<file path="config.mk">
export PLATFORM = sky130hd
export DESIGN_NAME = ec_scalar_multiply
export DESIGN_NICKNAME = d
export VERILOG_FILES = /design/src/hdl/ecsm_pkg.sv /design/src/hdl/ecsm_mulmod.sv /design/src/hdl/ecsm_divider.sv /design/src/hdl/ec_scalar_multiply.sv
export SDC_FILE = /design/constraint.sdc
export NUM_CORES = 2
export LEC_CHECK = 0
export ABC_AREA = 1
export BUFFER_PORTS_ARGS = -buffer_cell sky130_fd_sc_hd__buf_2
export CAP_MARGIN = 0
export CORE_ASPECT_RATIO = 1.4
export CORE_MARGIN = 2
export CORE_UTILIZATION = 55
export CTS_CLUSTER_SIZE = 30
export DETAILED_ROUTE_END_ITERATION = 16
export GPL_TIMING_DRIVEN = 1
export HOLD_SLACK_MARGIN = 0.12
export PLACE_DENSITY = 0.84
export SLEW_MARGIN = 20
export SYNTH_ARGS = -nofsm -noshare
export SYNTH_HDL_FRONTEND = slang
export SYNTH_SLANG_ARGS = --single-unit
</file>
<file path="constraint.sdc">
create_clock -name clk -period 6.5 [get_ports clk]
set_input_delay 0.975 -clock clk [delete_from_list [all_inputs] [get_ports clk]]
set_output_delay 0.975 -clock clk [all_outputs]
set_load 0.05 [all_outputs]
</file>
<file path="src/hdl/ecsm_pkg.sv">
// Shared constants, payload types and modular helpers for the scalar multiplier.
package ecsm_pkg;

	localparam int FIELD_BITS  = 16;
	localparam int SCALAR_BITS = 16;
	localparam int CNT_W       = $clog2(FIELD_BITS + 1);
	localparam int IDX_W       = $clog2(SCALAR_BITS);

	localparam logic CFG_CURVE_A = 1'b0;
	localparam logic CFG_PRIME   = 1'b1;

	typedef logic [FIELD_BITS-1:0] field_t;

	typedef struct packed {
		logic [15:0] point_x;
		logic [15:0] point_y;
		logic [15:0] scalar;
	} ecsm_in_t;

	typedef struct packed {
		logic [15:0] result_x;
		logic [15:0] result_y;
		logic        at_infinity;
	} ecsm_out_t;

	function automatic field_t fadd(input field_t u, input field_t v, input field_t m);
		logic [FIELD_BITS:0] sum;
		sum = {1'b0, u} + {1'b0, v};
		if (sum >= {1'b0, m}) begin
			sum = sum - {1'b0, m};
		end
		return sum[FIELD_BITS-1:0];
	endfunction

	function automatic field_t fsub(input field_t u, input field_t v, input field_t m);
		field_t d;
		d = u - v;
		if (u < v) begin
			d = d + m;
		end
		return d;
	endfunction

endpackage

</file>
<file path="src/hdl/ecsm_mulmod.sv">
// Bit-serial modular multiplier: one multiplier bit per cycle by shift and add.
module ecsm_mulmod import ecsm_pkg::*; (
	input  logic   clk,
	input  logic   arst_n,
	input  logic   start,
	input  field_t op_a,
	input  field_t op_b,
	input  field_t modulus,
	output field_t product,
	output logic   done
);

	field_t            u_q;
	field_t            v_q;
	field_t            acc_q;
	logic [CNT_W-1:0]  cnt_q;
	logic              done_q;

	always_ff @(posedge clk or negedge arst_n) begin
		if (!arst_n) begin
			cnt_q  <= '0;
			done_q <= 1'b0;
		end else begin
			done_q <= 1'b0;
			if (start) begin
				cnt_q <= CNT_W'(FIELD_BITS);
			end else if (cnt_q != '0) begin
				cnt_q <= cnt_q - 1'b1;
				if (cnt_q == CNT_W'(1)) begin
					done_q <= 1'b1;
				end
			end
		end
	end

	always_ff @(posedge clk) begin
		if (start) begin
			u_q   <= op_a;
			v_q   <= op_b;
			acc_q <= '0;
		end else if (cnt_q != '0) begin
			if (v_q[0]) begin
				acc_q <= fadd(acc_q, u_q, modulus);
			end
			u_q <= fadd(u_q, u_q, modulus);
			v_q <= v_q >> 1;
		end
	end

	assign product = acc_q;
	assign done    = done_q;

endmodule

</file>
<file path="src/hdl/ecsm_divider.sv">
// Restoring divider: one quotient bit per cycle, gives quotient and remainder.
module ecsm_divider import ecsm_pkg::*; (
	input  logic   clk,
	input  logic   arst_n,
	input  logic   start,
	input  field_t dividend,
	input  field_t divisor,
	output field_t quotient,
	output field_t remainder,
	output logic   done
);

	logic [FIELD_BITS:0]   rem_q;
	field_t                quo_q;
	field_t                dvs_q;
	logic [CNT_W-1:0]      cnt_q;
	logic                  done_q;
	logic [FIELD_BITS:0]   trial;

	always_ff @(posedge clk or negedge arst_n) begin
		if (!arst_n) begin
			cnt_q  <= '0;
			done_q <= 1'b0;
		end else begin
			done_q <= 1'b0;
			if (start) begin
				cnt_q <= CNT_W'(FIELD_BITS);
			end else if (cnt_q != '0) begin
				cnt_q <= cnt_q - 1'b1;
				if (cnt_q == CNT_W'(1)) begin
					done_q <= 1'b1;
				end
			end
		end
	end

	assign trial = {rem_q[FIELD_BITS-1:0], quo_q[FIELD_BITS-1]};

	always_ff @(posedge clk) begin
		if (start) begin
			rem_q <= '0;
			quo_q <= dividend;
			dvs_q <= divisor;
		end else if (cnt_q != '0) begin
			if (trial >= {1'b0, dvs_q}) begin
				rem_q <= trial - {1'b0, dvs_q};
				quo_q <= {quo_q[FIELD_BITS-2:0], 1'b1};
			end else begin
				rem_q <= trial;
				quo_q <= {quo_q[FIELD_BITS-2:0], 1'b0};
			end
		end
	end

	assign quotient  = quo_q;
	assign remainder = rem_q[FIELD_BITS-1:0];
	assign done      = done_q;

endmodule

</file>
<file path="src/hdl/ec_scalar_multiply.sv">
// Top level: elliptic-curve scalar multiplication by double-and-add over a prime field.
//
// The input channel carries a base point and a scalar; the output channel
// returns the scalar multiple with a flag for the point at infinity. Both
// channels use valid and stall, and a transfer happens at a clock edge with
// valid high and stall low. The configuration channel (valid, ready, index,
// data) writes curve_a (index 0) and prime_modulus (index 1); it is always
// ready and is meant to be used only while the block is idle.
// One item is worked on at a time; in_stall is high from acceptance until the
// result is placed in the output register. Every modular product and every
// division holds the sequencer until the unit signals done, and each
// Euclidean step of an inversion runs one division and one product.
// A full doubling runs five products and an inversion, and an addition
// three products and an inversion. A modulus below 3 gives infinity, as
// the sequencer goes straight from acceptance to the result.
// The result register holds while out_stall is high; the next item may be
// accepted meanwhile. Reset clears the sequencer and output valid and sets
// curve_a to 1 and prime_modulus to 11.
module ec_scalar_multiply import ecsm_pkg::*; (
	input  logic      clk,
	input  logic      arst_n,
	input  logic      in_valid,
	output logic      in_stall,
	input  ecsm_in_t  in_data,
	output logic      out_valid,
	input  logic      out_stall,
	output ecsm_out_t out_data,
	input  logic      cfg_valid,
	output logic      cfg_ready,
	input  logic      cfg_index,
	input  field_t    cfg_data
);

	localparam logic [4:0] S_IDLE = 5'd0;
	localparam logic [4:0] S_RA   = 5'd1;
	localparam logic [4:0] S_RX   = 5'd2;
	localparam logic [4:0] S_RY   = 5'd3;
	localparam logic [4:0] S_DBL  = 5'd4;
	localparam logic [4:0] S_D1   = 5'd5;
	localparam logic [4:0] S_D2   = 5'd6;
	localparam logic [4:0] S_D3   = 5'd7;
	localparam logic [4:0] S_ADD  = 5'd8;
	localparam logic [4:0] S_A1   = 5'd9;
	localparam logic [4:0] S_F0   = 5'd10;
	localparam logic [4:0] S_F1   = 5'd11;
	localparam logic [4:0] S_F2   = 5'd12;
	localparam logic [4:0] S_F3   = 5'd13;
	localparam logic [4:0] S_F4   = 5'd14;
	localparam logic [4:0] S_NEXT = 5'd15;
	localparam logic [4:0] S_I0   = 5'd16;
	localparam logic [4:0] S_I1   = 5'd17;
	localparam logic [4:0] S_I2   = 5'd18;
	localparam logic [4:0] S_WMUL = 5'd19;
	localparam logic [4:0] S_WDIV = 5'd20;
	localparam logic [4:0] S_FIN  = 5'd21;

	logic [4:0]       state_q;
	logic [4:0]       ret_q;
	logic [4:0]       after_q;
	logic [4:0]       invret_q;
	field_t           a_cfg_q;
	field_t           m_cfg_q;
	field_t           mod_q;
	field_t           a_q;
	field_t           bx_q;
	field_t           by_q;
	logic [SCALAR_BITS-1:0] n_q;
	logic [IDX_W-1:0] idx_q;
	field_t           ax_q;
	field_t           ay_q;
	logic             ainf_q;
	field_t           num_q;
	field_t           k_q;
	field_t           fx1_q;
	field_t           fx2_q;
	field_t           fy1_q;
	field_t           x3_q;
	field_t           r0_q;
	field_t           r1_q;
	field_t           r2_q;
	field_t           t0_q;
	field_t           t1_q;
	logic             ok_q;
	field_t           mul_a_q;
	field_t           mul_b_q;
	logic             mul_go_q;
	field_t           div_n_q;
	field_t           div_d_q;
	logic             div_go_q;
	ecsm_out_t        out_q;
	logic             out_valid_q;

	field_t           prod;
	logic             mul_done;
	field_t           div_quo;
	field_t           div_rem;
	logic             div_done;
	field_t           three_m;

	ecsm_mulmod u_mul (
		.clk     (clk),
		.arst_n  (arst_n),
		.start   (mul_go_q),
		.op_a    (mul_a_q),
		.op_b    (mul_b_q),
		.modulus (mod_q),
		.product (prod),
		.done    (mul_done)
	);

	ecsm_divider u_div (
		.clk       (clk),
		.arst_n    (arst_n),
		.start     (div_go_q),
		.dividend  (div_n_q),
		.divisor   (div_d_q),
		.quotient  (div_quo),
		.remainder (div_rem),
		.done      (div_done)
	);

	assign three_m   = (mod_q == field_t'(3)) ? '0 : field_t'(3);
	assign in_stall  = (state_q != S_IDLE);
	assign cfg_ready = 1'b1;
	assign out_valid = out_valid_q;
	assign out_data  = out_q;

	always_ff @(posedge clk or negedge arst_n) begin
		if (!arst_n) begin
			a_cfg_q <= field_t'(1);
			m_cfg_q <= field_t'(11);
		end else if (cfg_valid) begin
			unique case (cfg_index)
				CFG_CURVE_A: a_cfg_q <= cfg_data;
				CFG_PRIME:   m_cfg_q <= cfg_data;
				default:     ;
			endcase
		end
	end

	always_ff @(posedge clk or negedge arst_n) begin
		if (!arst_n) begin
			state_q     <= S_IDLE;
			ret_q       <= S_IDLE;
			after_q     <= S_IDLE;
			invret_q    <= S_IDLE;
			mul_go_q    <= 1'b0;
			div_go_q    <= 1'b0;
			out_valid_q <= 1'b0;
		end else begin
			mul_go_q <= 1'b0;
			div_go_q <= 1'b0;
			if (out_valid_q && !out_stall) begin
				out_valid_q <= 1'b0;
			end
			unique case (state_q)
				S_IDLE: begin
					if (in_valid) begin
						if (m_cfg_q < field_t'(3)) begin
							state_q <= S_FIN;
						end else begin
							div_go_q <= 1'b1;
							ret_q    <= S_RA;
							state_q  <= S_WDIV;
						end
					end
				end
				S_RA: begin
					div_go_q <= 1'b1;
					ret_q    <= S_RX;
					state_q  <= S_WDIV;
				end
				S_RX: begin
					div_go_q <= 1'b1;
					ret_q    <= S_RY;
					state_q  <= S_WDIV;
				end
				S_RY: begin
					after_q <= S_ADD;
					state_q <= S_DBL;
				end
				S_DBL: begin
					if (ainf_q || ay_q == '0) begin
						state_q <= after_q;
					end else begin
						mul_go_q <= 1'b1;
						ret_q    <= S_D1;
						state_q  <= S_WMUL;
					end
				end
				S_D1: begin
					mul_go_q <= 1'b1;
					ret_q    <= S_D2;
					state_q  <= S_WMUL;
				end
				S_D2: begin
					invret_q <= S_D3;
					state_q  <= S_I0;
				end
				S_D3: begin
					if (!ok_q) begin
						state_q <= after_q;
					end else begin
						mul_go_q <= 1'b1;
						ret_q    <= S_F0;
						state_q  <= S_WMUL;
					end
				end
				S_ADD: begin
					if (!n_q[idx_q] || ainf_q) begin
						state_q <= S_NEXT;
					end else if (ax_q == bx_q) begin
						after_q <= S_NEXT;
						state_q <= (ay_q == by_q) ? S_DBL : S_NEXT;
					end else begin
						after_q  <= S_NEXT;
						invret_q <= S_A1;
						state_q  <= S_I0;
					end
				end
				S_A1: begin
					if (!ok_q) begin
						state_q <= after_q;
					end else begin
						mul_go_q <= 1'b1;
						ret_q    <= S_F0;
						state_q  <= S_WMUL;
					end
				end
				S_F0: begin
					mul_go_q <= 1'b1;
					ret_q    <= S_F1;
					state_q  <= S_WMUL;
				end
				S_F1: state_q <= S_F2;
				S_F2: begin
					mul_go_q <= 1'b1;
					ret_q    <= S_F4;
					state_q  <= S_WMUL;
				end
				S_F3: state_q <= S_F4;
				S_F4: state_q <= after_q;
				S_NEXT: begin
					if (idx_q == '0) begin
						state_q <= S_FIN;
					end else begin
						after_q <= S_ADD;
						state_q <= S_DBL;
					end
				end
				S_I0: begin
					if (r1_q == '0) begin
						state_q <= invret_q;
					end else begin
						div_go_q <= 1'b1;
						ret_q    <= S_I1;
						state_q  <= S_WDIV;
					end
				end
				S_I1: begin
					mul_go_q <= 1'b1;
					ret_q    <= S_I2;
					state_q  <= S_WMUL;
				end
				S_I2: state_q <= S_I0;
				S_WMUL: begin
					if (mul_done) begin
						state_q <= ret_q;
					end
				end
				S_WDIV: begin
					if (div_done) begin
						state_q <= ret_q;
					end
				end
				S_FIN: begin
					if (!out_valid_q || !out_stall) begin
						out_valid_q <= 1'b1;
						state_q     <= S_IDLE;
					end
				end
				default: state_q <= S_IDLE;
			endcase
		end
	end

	always_ff @(posedge clk) begin
		unique case (state_q)
			S_IDLE: begin
				mod_q   <= m_cfg_q;
				bx_q    <= in_data.point_x;
				by_q    <= in_data.point_y;
				n_q     <= in_data.scalar[SCALAR_BITS-1:0];
				ainf_q  <= 1'b1;
				ax_q    <= '0;
				ay_q    <= '0;
				idx_q   <= IDX_W'(SCALAR_BITS - 1);
				div_n_q <= a_cfg_q;
				div_d_q <= m_cfg_q;
			end
			S_RA: begin
				a_q     <= div_rem;
				div_n_q <= bx_q;
			end
			S_RX: begin
				bx_q    <= div_rem;
				div_n_q <= by_q;
			end
			S_RY: by_q <= div_rem;
			S_DBL: begin
				if (ainf_q || ay_q == '0) begin
					ainf_q <= 1'b1;
				end
				mul_a_q <= ax_q;
				mul_b_q <= ax_q;
			end
			S_D1: begin
				mul_a_q <= three_m;
				mul_b_q <= prod;
			end
			S_D2: begin
				num_q <= fadd(prod, a_q, mod_q);
				r0_q  <= mod_q;
				r1_q  <= fadd(ay_q, ay_q, mod_q);
				t0_q  <= '0;
				t1_q  <= field_t'(1);
				fx1_q <= ax_q;
				fx2_q <= ax_q;
				fy1_q <= ay_q;
			end
			S_D3: begin
				if (!ok_q) begin
					ainf_q <= 1'b1;
				end
				mul_a_q <= num_q;
				mul_b_q <= t0_q;
			end
			S_ADD: begin
				if (n_q[idx_q]) begin
					if (ainf_q) begin
						ax_q   <= bx_q;
						ay_q   <= by_q;
						ainf_q <= 1'b0;
					end else if (ax_q == bx_q) begin
						if (ay_q != by_q) begin
							ainf_q <= 1'b1;
						end
					end else begin
						r0_q  <= mod_q;
						r1_q  <= fsub(bx_q, ax_q, mod_q);
						t0_q  <= '0;
						t1_q  <= field_t'(1);
						fx1_q <= ax_q;
						fx2_q <= bx_q;
						fy1_q <= ay_q;
						num_q <= fsub(by_q, ay_q, mod_q);
					end
				end
			end
			S_A1: begin
				if (!ok_q) begin
					ainf_q <= 1'b1;
				end
				mul_a_q <= num_q;
				mul_b_q <= t0_q;
			end
			S_F0: begin
				k_q     <= prod;
				mul_a_q <= prod;
				mul_b_q <= prod;
			end
			S_F1: x3_q <= fsub(prod, fx1_q, mod_q);
			S_F2: begin
				mul_a_q <= k_q;
				mul_b_q <= fsub(fx1_q, fsub(x3_q, fx2_q, mod_q), mod_q);
				x3_q    <= fsub(x3_q, fx2_q, mod_q);
			end
			S_F3: x3_q <= x3_q;
			S_F4: begin
				ax_q   <= x3_q;
				ay_q   <= fsub(prod, fy1_q, mod_q);
				ainf_q <= 1'b0;
			end
			S_NEXT: begin
				if (idx_q != '0) begin
					idx_q <= idx_q - 1'b1;
				end
			end
			S_I0: begin
				ok_q    <= (r0_q == field_t'(1));
				div_n_q <= r0_q;
				div_d_q <= r1_q;
			end
			S_I1: begin
				r2_q    <= div_rem;
				mul_a_q <= (div_quo >= mod_q) ? (div_quo - mod_q) : div_quo;
				mul_b_q <= t1_q;
			end
			S_I2: begin
				t1_q <= fsub(t0_q, prod, mod_q);
				t0_q <= t1_q;
				r0_q <= r1_q;
				r1_q <= r2_q;
			end
			S_FIN: begin
				if (!out_valid_q || !out_stall) begin
					out_q.at_infinity <= ainf_q;
					out_q.result_x    <= ainf_q ? '0 : ax_q;
					out_q.result_y    <= ainf_q ? '0 : ay_q;
				end
			end
			default: ;
		endcase
	end

endmodule

</file>
==> impl_metrics.toml <==
[worst_setup_path]
crit_path_end_kind = "flop"
cp.arrival_ps = 6370
slowest_stage = "ha_1"
crit_top_cell = "nand2_1"
required_ps = 6870
reg2reg_from = "fx2_q[0]"
critical_path.startpoint_type = "flop"
worstSetupPathType = "reg -> reg"
cp_max_fo = 6
critPathLaunch = "fx2_q[0]"
max_stage_delay_ps = 420

[die]
die_w_um = 231
die_area_mm2 = 0.0745
io_pins = 106
die_h_um = 322
initial_core_util_pct = 55.6
fp-row-count = 116
core_area_mm2 = 0.0716

[sta]
setup_viol = 0
finalSetupTns_ps = 0
grt_setup_unrepaired = "yes"
relSlewSlack_pct = 22.0
min_period_over_period_pct = 92.2
finClkSkew_ps = 56.3
final_hold_viol_count = 0
worst-slew-pin-transition_ps = 1160
fmax_ghz = 0.167
final_max_slew_viol_count = 0
fin_crit_ps = 5990

[logic_synthesis]
ys_warn_count = 0
synthArstFlopShare_pct = 11.3
synth_edf_count = 455
ys_seq_elements = 549
syn_area_per_cell_um2 = 8.11
synth_flop_cell = "edfxtp_1"
syn-cell-area_mm2 = 0.0398
ys_types = 63
synth_nets = 5346
seq_area_frac_synth_pct = 39.9
synthesis.instances = 4905

[final_layout]
drive_above_1_share_pct = 6.98
largest_reg_flops = 33
area_growth_pct = 9.76
final_util_pct = 61.0
nNetsFinal = 5469
fin_area_mm2 = 0.0436

[outcome]
status = "finished, final reports clean"

[global_routing]
grt_first_pass_wirelength_mm = 219
grt_max_degree = 65
groute.usage.overall_pct = 40.3
antenna_found_initial = 17
grt_pass1_vias = 35500
overflow = 0

[clock_tree]
cts_root_buffer = "clkbuf_16"
htreeDepth = 2
clk_path_buf_depth = 3
clk_latency_ps = 700
cts_tree = "done"
clock_sinks = 549
path_clk_slew_ps = 60
ctsHoldBuffers = 0
cts_buffers = 56

[route]
wl_met3_mm = 17.4
detail-route-antenna-nets = 0
vias = 37400
drcViolationCount = 0
dr_wl_met2_mm = 67.4
dr.pass1.iters = 6
viasPerCell = 6.21
wl_met1_mm = 49.3
post_drt_wl_per_cell_um = 25.1
highest_layer = "met5"
first_iter_violations = 4586
wirelength_mm = 151

[placement]
gp_congestion = 1.12
hpwlAfterDp_mm = 115
placed_cell_area_mm2 = 0.0416
io_buffers = 104

[worst_hold_path]
holdCritStartpoint = "div_d_q[8]"
min_path_type = "reg -> reg"

[flow_run]
maxCapViolCount = 0
==> per-layer routing <==
layer  track usage (%)  up-vias
met5                 0        -
met4              37.6       10
met3              9.90      746
met2              63.7     2397
met1              44.4    17200
li1                  -    17000
==> stage by stage <==
step | hold slack [ps] | setup WS (ps) | instances
after floorplan | 400 | 1170 | 4905
after global placement | 403 | 279 | 5910
after detailed placement | 405 | 370 | 5910
after CTS | 416 | 332 | 6012
after global routing | 424 | -23.6 | 6018
final | 420 | 508 | 6026
==> Yosys cell counts (4+ instances only) <==
cell type	count	area [um^2]
nand2_1	1179	4430
inv_1	644	2420
edfxtp_1	455	13700
o21ai_0	400	2000
a21oi_1	398	1990
ha_1	349	4370
nor2_1	273	1020
nand3_1	248	1240
xor2_1	156	1370
clkbuf_1	89	334
xnor2_1	87	762
nand4_1	62	388
dfrtp_1	58	1450
o211ai_1	54	405
nor3_1	48	240
o22ai_1	40	250
dfxtp_1	32	641
a31oi_1	23	144
fa_1	22	440
o21bai_1	22	165
a22oi_1	20	150
or2_2	20	125
nor4_1	18	113
a21o_1	17	128
o2111ai_1	15	131
a211oi_1	13	97.6
a221oi_1	13	114
a21boi_0	11	82.6
buf_1	11	41.3
nand2_2	11	68.8
o21ai_1	11	55.1
nand3b_1	10	75.1
buf_2	9	45.0
clkinv_1	8	30.0
o31ai_1	7	52.6
o21a_1	6	45.0
o221ai_1	6	52.6
a311oi_1	5	43.8
nand2_4	5	56.3
nand3_2	5	50.1
o211ai_2	5	62.6
dfstp_2	4	105
nor2_2	4	25.0
==> area by class of cell <==
class                      count  area (um^2)
clock buffer                  72         1550
fill                        6159        27900
inverter                     655         2460
antenna                       10         25.0
tap                          944         1180
sequential                   549        15900
clock inverter                30          407
timing repair buffer         177         1070
multi-input combinational   3589        21100
==> placed cells by master, fill, tap and decap left out, drive strengths merged, types with 21 or more instances in the layout <==
cell type and count:
a21oi 403, o21ai 411, o22ai 40, clkinv 23, or2 21, nor3 49, buf 177, clkbuf 72
dfrtp 58, o21bai 22, dfxtp 32, nor2 277, a31oi 23, edfxtp 455, xnor2 87, ha 349
inv 654, xor2 156, nand4 62, nand2 1195, fa 22, o211ai 59, nand3 254
==> repair_timing <==
item / 4_1_cts / 5_1_grt
setup buffers: 0 / 2
setup endpoints to repair: 0 / 4
gates resized for setup: 0 / 9
==> worst max-delay path, delay by kind of cell (launching register included) <==
family          cells  cell delay, ps
fa+ha+maj           5            1730
simple gates       16            1590
flops               1             370
compound gates      8            1220
xor+xnor            2             460
buf+inv             4             310
==> path summary, 6_finish.rpt <==
kind / to / slack, ps / cells after the start
setup / recovery: mul_b_q[15] / 510 / 35
hold / removal: u_div.dvs_q[8] / 420 / 0
min in group asynchronous: u_mul.done / 490 / 2
setup reg to reg: mul_b_q[15] / 510 / 35
hold reg to reg: u_div.dvs_q[8] / 420 / 0
max in group asynchronous: mul_go_q / 5390 / 2
==> logic make-up (layout without fill, tap and decap cells) <==
family	Yosys count	in the layout	synth area share, %
and+or+nand+nor	1891	1891	19.9
AOI/OAI and AO/OA	1082	1083	15.4
buffers and inverters	768	934	7.34
DFF	549	549	39.9
adders and majority gates	371	371	12.1
xor gates and xnor gates	243	243	5.35
other	1	11	0.00943
Power is left out: the tool's default activity adds up to more than one toggle a clock period on the data nets, which glitch-free logic cannot reach.
